File: config.mk
export PLATFORM = sky130hd
export DESIGN_NAME = circular_deque_with_sorted_insert
export DESIGN_NICKNAME = d
export VERILOG_FILES = /design/src/rtl/cdq_pkg.sv /design/src/rtl/circular_deque_with_sorted_insert.sv
export SDC_FILE = /design/constraint.sdc
export NUM_CORES = 1
export LEC_CHECK = 0
export ABC_AREA = 1
export BUFFER_PORTS_ARGS = -buffer_cell sky130_fd_sc_hd__buf_2
export CORE_ASPECT_RATIO = 0.8
export CORE_MARGIN = 8
export CORE_UTILIZATION = 65
export CTS_BUF_LIST = sky130_fd_sc_hd__clkbuf_2 sky130_fd_sc_hd__clkbuf_4 sky130_fd_sc_hd__clkbuf_8
export DETAILED_ROUTE_END_ITERATION = 10
export GPL_ROUTABILITY_DRIVEN = 0
export PLACE_DENSITY_LB_ADDON = 0.08
export REMOVE_ABC_BUFFERS = 1
export SETUP_SLACK_MARGIN = 0.05
export SYNTH_ARGS = -nofsm -noshare
export SYNTH_HDL_FRONTEND = slang
export SYNTH_SLANG_ARGS = --single-unit
File: constraint.sdc
create_clock -name i_clk -period 5.5 [get_ports i_clk]
set_clock_uncertainty 0.05 [all_clocks]
set_input_delay 1.1 -clock i_clk [delete_from_list [all_inputs] [get_ports i_clk]]
set_output_delay 1.1 -clock i_clk [all_outputs]
set_load 0.05 [all_outputs]
File: src/rtl/cdq_pkg.sv
`default_nettype none

package cdq_pkg;

    // Default geometry of the ring
    localparam int DEF_SLOTS      = 16;
    localparam int DEF_VALUE_BITS = 16;

    // Operation codes carried in the mode field
    localparam logic [2:0] MODE_PUSH_BACK  = 3'd0;
    localparam logic [2:0] MODE_PUSH_FRONT = 3'd1;
    localparam logic [2:0] MODE_INSERT     = 3'd2;
    localparam logic [2:0] MODE_POP_FRONT  = 3'd3;
    localparam logic [2:0] MODE_POP_BACK   = 3'd4;
    localparam logic [2:0] MODE_PEEK       = 3'd5;

    // Status codes of a result
    localparam logic [1:0] STAT_DONE  = 2'd0;
    localparam logic [1:0] STAT_FULL  = 2'd1;
    localparam logic [1:0] STAT_EMPTY = 2'd2;

    typedef struct packed {
        logic [2:0]  mode;
        logic [15:0] value;
    } t_cdq_in;

    typedef struct packed {
        logic [15:0] front_value;
        logic [15:0] back_value;
        logic        is_empty;
        logic        is_full;
        logic [1:0]  status;
    } t_cdq_out;

endpackage

`default_nettype wire

File: src/rtl/circular_deque_with_sorted_insert.sv
//  Channel | Direction | Handshake              | Payload
//  --------+-----------+------------------------+-----------------------------------
//  in      | into      | i_in_valid / o_in_stall  | t_cdq_in  (mode, value)
//  out     | out of    | o_out_valid / i_out_stall | t_cdq_out (front, back, flags, status)
//
//  Push, pop and peek results go through S_EXEC and S_READ and load in S_DONE.
//  An ordered insert that is not refused scans in S_SCAN between S_EXEC and S_READ,
//  over the n entries held (n at most SLOTS - 2) and then the free slot past the back;
//  its scan uses at most one compare and one slot-memory write per cycle.
//  One transaction is in work at a time; o_in_stall is high until its result is loaded.
//  A result waits in the output register under i_out_stall while the next input is taken;
//  the next result then waits in S_DONE until the output register is free.
//  Reset (i_rst_n low, synchronous) empties the ring; the slot memory is not cleared.
`default_nettype none

module circular_deque_with_sorted_insert
    import cdq_pkg::*;
#(
    parameter int SLOTS      = DEF_SLOTS,
    parameter int VALUE_BITS = DEF_VALUE_BITS
) (
    input  wire logic     i_clk,
    input  wire logic     i_rst_n,
    input  wire logic     i_in_valid,
    output logic          o_in_stall,
    input  wire t_cdq_in  i_in,
    output logic          o_out_valid,
    input  wire logic     i_out_stall,
    output t_cdq_out      o_out
);

    localparam int IW = (SLOTS > 1) ? $clog2(SLOTS) : 1;
    localparam int CW = IW + 1;

    // Sequencer states
    localparam logic [2:0] S_IDLE = 3'd0;
    localparam logic [2:0] S_EXEC = 3'd1;
    localparam logic [2:0] S_SCAN = 3'd2;
    localparam logic [2:0] S_READ = 3'd3;
    localparam logic [2:0] S_DONE = 3'd4;

    function automatic logic [IW-1:0] ring_next(input logic [IW-1:0] i);
        return (i == IW'(SLOTS - 1)) ? '0 : IW'(i + 1'b1);
    endfunction

    function automatic logic [IW-1:0] ring_prev(input logic [IW-1:0] i);
        return (i == '0) ? IW'(SLOTS - 1) : IW'(i - 1'b1);
    endfunction

    // Slot memory: one write port, two registered read ports
    logic [VALUE_BITS-1:0] r_mem [SLOTS];
    logic [VALUE_BITS-1:0] r_rd_a, r_rd_b;
    logic [IW-1:0]         rd_addr_a, rd_addr_b, mem_waddr;
    logic [VALUE_BITS-1:0] mem_wdata;
    logic                  mem_we;

    // Control and datapath registers
    logic [2:0]            r_state, n_state;
    logic [IW-1:0]         r_front, n_front;
    logic [IW-1:0]         r_back, n_back;
    logic [2:0]            r_mode, n_mode;
    logic [VALUE_BITS-1:0] r_val, n_val;
    logic [1:0]            r_status, n_status;
    logic [IW-1:0]         r_ptr, n_ptr;
    logic [IW-1:0]         r_left, n_left;
    logic                  r_found, n_found;
    logic [VALUE_BITS-1:0] r_carry, n_carry;
    logic                  r_out_valid, n_out_valid;
    t_cdq_out              r_out, n_out;

    logic                  in_take;
    logic                  q_empty, q_full;
    logic [IW-1:0]         q_count;

    assign in_take = i_in_valid && (r_state == S_IDLE);
    assign q_empty = (r_front == r_back);
    assign q_full  = (ring_next(r_back) == r_front);
    // Entries held: back minus front around the ring
    assign q_count = (r_back >= r_front) ? IW'(r_back - r_front)
                   : IW'(CW'(r_back) + CW'(SLOTS) - CW'(r_front));

    always_ff @(posedge i_clk) begin
        if (mem_we) begin
            r_mem[mem_waddr] <= mem_wdata;
        end
        r_rd_a <= r_mem[rd_addr_a];
        r_rd_b <= r_mem[rd_addr_b];
    end

    always_comb begin
        n_state     = r_state;
        n_front     = r_front;
        n_back      = r_back;
        n_mode      = r_mode;
        n_val       = r_val;
        n_status    = r_status;
        n_ptr       = r_ptr;
        n_left      = r_left;
        n_found     = r_found;
        n_carry     = r_carry;
        n_out_valid = r_out_valid;
        n_out       = r_out;
        // By default, fetch front and back entries for the result
        rd_addr_a   = ring_next(r_front);
        rd_addr_b   = r_back;
        mem_we      = 1'b0;
        mem_waddr   = r_ptr;
        mem_wdata   = r_val;

        // Retire the held result once taken
        if (r_out_valid && !i_out_stall) begin
            n_out_valid = 1'b0;
        end

        unique case (r_state)
            S_IDLE: begin
                if (in_take) begin
                    n_mode   = i_in.mode;
                    n_val    = VALUE_BITS'(i_in.value);
                    n_status = STAT_DONE;
                    n_state  = S_EXEC;
                end
            end

            S_EXEC: begin
                n_state = S_READ;
                unique case (r_mode)
                    MODE_PUSH_BACK: begin
                        if (q_full) begin
                            n_status = STAT_FULL;
                        end else begin
                            mem_we    = 1'b1;
                            mem_waddr = ring_next(r_back);
                            n_back    = ring_next(r_back);
                        end
                    end
                    MODE_PUSH_FRONT: begin
                        if (q_full) begin
                            n_status = STAT_FULL;
                        end else begin
                            mem_we    = 1'b1;
                            mem_waddr = r_front;
                            n_front   = ring_prev(r_front);
                        end
                    end
                    MODE_INSERT: begin
                        if (q_full) begin
                            n_status = STAT_FULL;
                        end else begin
                            // Start the scan at the front entry
                            n_ptr     = ring_next(r_front);
                            n_left    = q_count;
                            n_found   = 1'b0;
                            rd_addr_a = ring_next(r_front);
                            n_state   = S_SCAN;
                        end
                    end
                    MODE_POP_FRONT: begin
                        if (q_empty) begin
                            n_status = STAT_EMPTY;
                        end else begin
                            n_front = ring_next(r_front);
                        end
                    end
                    MODE_POP_BACK: begin
                        if (q_empty) begin
                            n_status = STAT_EMPTY;
                        end else begin
                            n_back = ring_prev(r_back);
                        end
                    end
                    default: begin
                        // Peek and unused codes leave the ring as is
                    end
                endcase
            end

            S_SCAN: begin
                // r_rd_a holds the entry at r_ptr; prefetch the next slot
                rd_addr_a = ring_next(r_ptr);
                mem_waddr = r_ptr;
                if (r_left == '0) begin
                    // Free slot past the back: place the value or the last carry
                    mem_we    = 1'b1;
                    mem_wdata = r_found ? r_carry : r_val;
                    n_back    = ring_next(r_back);
                    n_state   = S_READ;
                end else begin
                    if (r_found) begin
                        mem_we    = 1'b1;
                        mem_wdata = r_carry;
                        n_carry   = r_rd_a;
                    end else if (r_rd_a <= r_val) begin
                        mem_we    = 1'b1;
                        mem_wdata = r_val;
                        n_found   = 1'b1;
                        n_carry   = r_rd_a;
                    end
                    n_ptr  = ring_next(r_ptr);
                    n_left = IW'(r_left - 1'b1);
                end
            end

            S_READ: begin
                n_state = S_DONE;
            end

            S_DONE: begin
                // Load the result once the output register is free
                if (!r_out_valid || !i_out_stall) begin
                    n_out_valid       = 1'b1;
                    n_out.front_value = q_empty ? 16'd0 : 16'(r_rd_a);
                    n_out.back_value  = q_empty ? 16'd0 : 16'(r_rd_b);
                    n_out.is_empty    = q_empty;
                    n_out.is_full     = q_full;
                    n_out.status      = r_status;
                    n_state           = S_IDLE;
                end
            end

            default: begin
                n_state = S_IDLE;
            end
        endcase
    end

    always_ff @(posedge i_clk) begin
        if (!i_rst_n) begin
            r_state     <= S_IDLE;
            r_front     <= IW'(SLOTS - 1);
            r_back      <= IW'(SLOTS - 1);
            r_out_valid <= 1'b0;
        end else begin
            r_state     <= n_state;
            r_front     <= n_front;
            r_back      <= n_back;
            r_out_valid <= n_out_valid;
        end
        r_mode   <= n_mode;
        r_val    <= n_val;
        r_status <= n_status;
        r_ptr    <= n_ptr;
        r_left   <= n_left;
        r_found  <= n_found;
        r_carry  <= n_carry;
        r_out    <= n_out;
    end

    assign o_in_stall  = (r_state != S_IDLE);
    assign o_out_valid = r_out_valid;
    assign o_out       = r_out;

endmodule

`default_nettype wire

==> flow_metrics.py, run 1 <==
metrics = {
    "synthesis": {
        "post_synth_instance_area_um2": 17980,
        "synthDistinctLibCells": 41,
        "number_of_synthesized_register_bits": 382,
        "synth_sequential_area_ratio_pct": 61.35,
        "synthesized_instance_count": 1798,
        "synth-edff-count": 338,
        "synthArstFlopShare_pct": 0,
        "avgSynthCellArea_um2": 9.999,
        "dominantRegCellSynth": "edfxtp_1",
        "netlist.top_cell.by_area": "edfxtp_1",
        "synth.top_cell.area_share_pct": 56.45,
        "synth_top_cells_by_area": "edfxtp_1 56%, nand2_1 6.5%, o21ai_0 6.3%",
        "yosys_warnings": 0,
    },
    "global_route": {
        "first_pass_grt_wire_length_um": 76370,
        "grt_remaining_overflow": 0,
        "grt_start_max_net_pins": 131,
        "first_global_vias": 13488,
        "global_route_total_usage_across_every_layer_pct": 29.62,
        "grt_antenna_before_repair": 0,
    },
    "setup_path": {
        "crit_path_frequent_cell": "nand2_1",
        "path_class": "flip-flop to flip-flop",
        "worstPathBufferInverterCount": 2,
        "path_max_fanout": 38,
        "worst-r2r-cell-count": 13,
        "slowest_delay_ns": 0.91,
        "timing.rr.start": "r_back[0]$_SDFFE_PN1P_",
        "timing.reg2reg.setup_slack_ns": 1.50,
        "crit_path_cell_trace": "inv_2 -> ha_1 -> xnor2_1 -> nand3_1 -> nor2_2 -> nand2_4 -> nand2_1 -> nand3_1 -> nand2_2 -> nand2_1 -> inv_1 -> nand2_1 -> nor2_2",
        "reg2reg_to": "r_mem[12][0]$_DFFE_PP_",
        "timing.critical_path.to": "r_mem[12][0]$_DFFE_PP_",
        "worst_setup_path_start_kind": "flip-flop",
        "critical_path_required_ns": 5.67,
        "arrival_ns": 4.17,
        "cpMaxStageDelayCell": "nor2_2",
        "critical_path_depth": 13,
        "setup.worst_path.end_class": "flip-flop",
        "critPathTopFamily": "simple AND/OR/NAND/NOR gates",
        "crit_start": "r_back[0]$_SDFFE_PN1P_",
    },
    "placement": {
        "detailed_place_hpwl_um": 30330,
        "post_placement_cell_count": 2155,
        "input_output_buffers": 60,
    },
    "cells_and_area": {
        "layout.cells.most_common": "edfxtp_1",
        "antennaDiodeCount": 0,
        "share_of_cells_above_drive_strength_1_pct": 12.43,
        "layout.cells.most_common_list": "338 x edfxtp_1, 309 x nand2_1, 213 x o21ai_0",
        "post_layout_nonfiller_instances": 2262,
        "nets": 1901,
        "fillerInstances": 1928,
        "area.growth.synth_to_final_pct": 10.17,
    },
    "run": {
        "max_cap_violations": 0,
    },
    "worst_hold_path": {
        "min-delay-path-class": "flip-flop to flip-flop",
    },
    "drt": {
        "route.final.wire_length_um": 49870,
        "drt_pass1_iterations": 6,
        "detail_route.vias_per_cell": 6.275,
        "detailroute.via_count": 14194,
        "detailedRoute.firstIterationViolations": 2017,
        "route.detailed.drc": 0,
        "routed_wire_per_std_cell_um": 22.05,
        "ant_nets": 0,
    },
    "clocking": {
        "numClockSinks": 382,
        "cts_h_tree_lvls": 2,
        "post_cts.repair.setup_buffers": 0,
        "clock_path_buffers": 3,
        "cts_hold_buffers": 0,
        "clkSlewWorstSetupHoldPaths_ns": 0.06,
        "clk-insertion-delay-late_ns": 0.62,
        "clock_tree_from_tritoncts": "yes",
        "post_cts_resized": 0,
        "cts.root.buffer_cell": "clkbuf_8",
        "cts-buffers-inserted": 57,
    },
    "timing": {
        "maxSlewViolCount": 0,
        "timing_worst_slew_pin_value_ns": 1.305,
        "finalHoldWorstSlack_ns": 0.3694,
        "final.min_clock_period_ns": 4.001,
        "timing.max_slew.rel_slack_pct": 12.99,
        "min_period_over_period_pct": 72.75,
        "top_achievable_clock_speed_mhz": 249.9,
        "setup_violations": 0,
        "rsz0062_at_grt": "false",
        "hold_violations": 0,
    },
    "run_status": {
        "outcome": "finished clean",
    },
    "pwr": {
        "p_leak_nw": 7.651,
        "power_per_cell_area_nw_per_um2": 492.1,
        "irDropWorstVdd_v": 0.0004249,
    },
    "floorplanning": {
        "row_count": 54,
        "boundaryPins": 61,
        "floorplan.initialDensity_pct": 66.03,
        "fp.dieArea_um2": 33270,
        "chipHeight_um": 164.8,
        "core_area_um2": 27230,
        "dieWidth_um": 201.9,
    },
}
==> cells in the mapped netlist, types with 3 or more instances <==
cell type  number
o211ai_1      133
edfxtp_1      338
buf_1          13
buf_4           8
buf_2          22
buf_6           8
nand4_1        18
o21ai_2         3
xor2_1          7
o21ai_0       225
ha_1           27
nor3_1         10
a21oi_1       113
clkbuf_1       54
a31oi_1         3
nor2_1        140
nand2_1       309
nand2_2         3
inv_2           8
inv_1         197
o22ai_1         3
dfxtp_1        44
nand3_1        89
==> how the worst min path moves through the flow <==
stage,start,to,depth (start not counted)
finish,r_status[0]$_SDFFCE_PP0P_,o_out[0]$_DFFE_PP_,0
global route,r_status[1]$_SDFFCE_PP0P_,o_out[1]$_DFFE_PP_,0
CTS,r_status[0]$_SDFFCE_PP0P_,o_out[0]$_DFFE_PP_,0
detailed placement,r_status[0]$_SDFFCE_PP0P_,o_out[0]$_DFFE_PP_,0
global placement,r_status[1]$_SDFFCE_PP0P_,o_out[1]$_DFFE_PP_,0
floorplan,r_status[0]$_SDFFCE_PP0P_,o_out[0]$_DFFE_PP_,0
==> stage by stage <==
step / util [%] / power, mW / setup slack [ns] / cell area [um2] / TNS [ns]
3_5_place_dp: 68.30 / 7.253 / 1.672 / 18600 / 0
2_1_floorplan: - / 6.010 / -1.480 / 17470 / -301.87
4_1_cts: 72.75 / 9.664 / 1.642 / 19810 / 0
5_1_grt: 72.75 / 10.20 / 1.333 / 19810 / 0
3_3_place_gp: 68.30 / 7.162 / 1.764 / 18600 / 0
6_report: 72.75 / 9.747 / 1.499 / 19810 / 0
==> state kept, by name (all words and copies together) (netlist names) <==
register and count:
r_rd_a 16, r_val 16, r_ptr 4, r_state 3, r_rd_b 16, r_front 4
r_mem 256, o_out_valid 1, r_found 1, r_mode 3, r_back 4, o_out 36
r_status 2, r_carry 16, r_left 4
==> power breakdown <==
group          switching (mW)  total (mW)  internal, mW
sequential              0.216        3.91          3.69
clock                    1.10        2.43          1.32
combinational            2.47        3.41         0.942
total                    3.79        9.75          5.96
==> final cells by class <==
class | instances | area, um2 | area share [%]
clock inverter | 23 | 155.1 | 0.7833
tap | 364 | 455.4 | 2.299
clock buffer | 84 | 1056 | 5.331
sequential | 382 | 11040 | 55.73
timing repair buffer | 98 | 585.6 | 2.956
inverter | 206 | 773.2 | 3.904
multi-input combinational | 1105 | 5744 | 29.00
==> routing by layer <==
layer	GRT usage (%)	wire, um	vias up	part of all wire (%)
li1	-	-	6397	-
met5	0	0	-	0
met2	45.16	22150	986	44
met4	12.83	1660	0	3.3
met3	6.352	6012	136	12
met1	40.96	20050	6675	40
==> cell families (layout without fill, tap and decap cells) <==
family / count (synthesis) / after routing / share of synthesized area, %
multiplexers: 2 / 2 / 0.1183
buffers and inverters: 311 / 411 / 7.147
adder cells (fa/ha/maj): 28 / 28 / 1.990
AO/OA/AOI/OAI: 487 / 487 / 15.64
AND/OR/NAND/NOR: 579 / 579 / 13.31
flip-flops: 382 / 382 / 61.35
XOR/XNOR: 9 / 9 / 0.4385
Power figures use the tool's default switching activity.
==> run 2: changes to the inputs <==
--- a/config.mk
+++ b/config.mk
@@ -9,7 +9,7 @@
 export BUFFER_PORTS_ARGS = -buffer_cell sky130_fd_sc_hd__buf_2
 export CORE_ASPECT_RATIO = 0.8
 export CORE_MARGIN = 8
-export CORE_UTILIZATION = 65
+export CORE_UTILIZATION = 58
 export CTS_BUF_LIST = sky130_fd_sc_hd__clkbuf_2 sky130_fd_sc_hd__clkbuf_4 sky130_fd_sc_hd__clkbuf_8
 export DETAILED_ROUTE_END_ITERATION = 10
 export GPL_ROUTABILITY_DRIVEN = 0
==> constraint.sdc (replaced) <==
create_clock -name i_clk -period 3.5 [get_ports i_clk]
set_clock_uncertainty 0.05 [all_clocks]
set_input_delay 0.7 -clock i_clk [delete_from_list [all_inputs] [get_ports i_clk]]
set_output_delay 0.7 -clock i_clk [all_outputs]
set_load 0.05 [all_outputs]
==> run 2 against run 1 <==
Effect of this change: fmax up 37%; first-iteration DRC count fell by 13%; cell count is 3.7% higher; largest power group unchanged.
==> flow_metrics.py, run 2 (synthesis results as in run 1) <==
metrics = {
    "run_status": {
        "outcome": "finished clean",
    },
    "floorplanning": {
        "core_area_um2": 30450,
        "dieWidth_um": 212.8,
        "row_count": 57,
        "boundaryPins": 61,
        "fp.dieArea_um2": 36920,
        "chipHeight_um": 173.5,
        "floorplan.initialDensity_pct": 59.04,
    },
    "cells_and_area": {
        "antennaDiodeCount": 0,
        "largest_reg_flops": 256,
        "layout.cells.most_common_list": "338 x edfxtp_1, 309 x nand2_1, 214 x o21ai_0",
        "area.growth.synth_to_final_pct": 12.83,
        "share_of_cells_above_drive_strength_1_pct": 14.28,
        "final_core_utilization_pct": 66.61,
        "layout.cells.most_common": "edfxtp_1",
        "nets": 1936,
        "fillerInstances": 2454,
        "max_flop_register": "r_mem",
    },
    "timing": {
        "setup_violations": 0,
        "timing.final.ws_setup_ns": 0.5853,
        "timing.max_slew.rel_slack_pct": 25.19,
        "timing_worst_slew_pin_value_ns": 1.115,
        "rsz0062_at_grt": "false",
        "fin_setup_tns_ns": 0,
        "final.min_clock_period_ns": 2.915,
        "min_period_over_period_pct": 83.28,
        "hold_violations": 0,
        "maxSlewViolCount": 0,
        "top_achievable_clock_speed_mhz": 343.1,
    },
    "clocking": {
        "cts_hold_buffers": 0,
        "post_cts_resized": 0,
        "clkSlewWorstSetupHoldPaths_ns": 0.06,
        "cts_h_tree_lvls": 2,
        "clock_tree_from_tritoncts": "yes",
        "clock_path_buffers": 3,
        "cts.root.buffer_cell": "clkbuf_8",
        "post_cts.repair.setup_buffers": 0,
        "clk-insertion-delay-late_ns": 0.63,
        "cts-buffers-inserted": 59,
        "numClockSinks": 382,
    },
    "drt": {
        "detailroute.via_count": 14175,
        "ant_nets": 0,
        "routed_wire_per_std_cell_um": 22.16,
        "drt_pass1_iterations": 6,
        "route.detailed.drc": 0,
        "detail_route.vias_per_cell": 6.042,
        "detailedRoute.firstIterationViolations": 1763,
        "route.final.wire_length_um": 51990,
    },
    "setup_path": {
        "setup.worst_path.end_class": "flip-flop",
        "worst_setup_path_start_kind": "flip-flop",
        "arrival_ns": 3.18,
        "path_class": "flip-flop to flip-flop",
        "critical_path_required_ns": 3.77,
        "path_max_fanout": 40,
    },
    "pwr": {
        "finalPower_mw": 15.72,
        "irDropWorstVdd_v": 0.0004287,
        "power_per_cell_area_nw_per_um2": 775.0,
        "p_leak_nw": 7.880,
    },
    "run": {
        "max_cap_violations": 0,
    },
    "global_route": {
        "first_global_vias": 13620,
        "first_pass_grt_wire_length_um": 79570,
        "grt_remaining_overflow": 0,
        "grt_antenna_before_repair": 0,
        "grt_start_max_net_pins": 162,
        "global_route_total_usage_across_every_layer_pct": 27.96,
    },
    "placement": {
        "detailed_place_hpwl_um": 32540,
        "detailedPlace.worstSlack_ns": 0.6009,
        "input_output_buffers": 60,
    },
    "worst_hold_path": {
        "min-delay-path-class": "input pin to flip-flop",
    },
}
run 2: layout make-up:
class                      count  area, um2  share of cell area (%)
sequential                   382      11040                   54.41
multi-input combinational   1105       5753                   28.36
clock buffer                  87       1072                   5.286
timing repair buffer         131      945.9                   4.663
inverter                     206      773.2                   3.812
tap                          413      516.7                   2.547
clock inverter                22      186.4                  0.9190
run 2: critical path, cell delays in order (launching register included):
cell and delay [ns]:
dfxtp_4 0.36, buf_4 0.40, nand2_1 0.10, nand2_1 0.07, nand2_1 0.04, nand2_1 0.12
nor2_1 0.07, nor2_2 0.16, nand2_4 0.10, nand2_1 0.08, nand3_1 0.08, nand2_2 0.17
nand2_1 0.07, inv_1 0.06, nand2_1 0.14, nor2_2 0.34, buf_12 0.20
run 2: metrics by stage:
step / area, um2 / hold slack (ns) / std cells
detailed placement: 19030 / 0.3661 / 2237
finish: 20290 / 0.2025 / 2346
global route: 20290 / 0.1725 / 2346
global placement: 19030 / 0.3580 / 2237
CTS: 20290 / 0.1696 / 2346
floorplan: 17470 / 0.3503 / 1693
run 2: power breakdown:
group	switching, mW	total, mW	internal [mW]
sequential	0.307	6.11	5.80
clock	1.76	3.94	2.19
combinational	4.04	5.67	1.63
run 2: routing by layer:
metal  GRT usage [%]  wire [um]  vias to the layer above
met4           13.50       2292                        0
met1           38.84      21260                     6676
li1                -          -                     6485
met5               0          0                        -
met3           6.180       5674                      151
met2           41.13      22760                      863
run 2: worst paths after layout:
check / from / to / slack [ns] / cells after the start
hold / removal: i_in[7] / r_val[7]$_DFFE_PP_ / 0.20 / 1
setup reg to reg: r_back[1]$_SDFFE_PN1P_ / r_mem[12][12]$_DFFE_PP_ / 0.59 / 16
setup / recovery: r_back[1]$_SDFFE_PN1P_ / r_mem[12][12]$_DFFE_PP_ / 0.59 / 16
hold reg to reg: r_status[1]$_SDFFCE_PP0P_ / o_out[1]$_DFFE_PP_ / 0.37 / 0
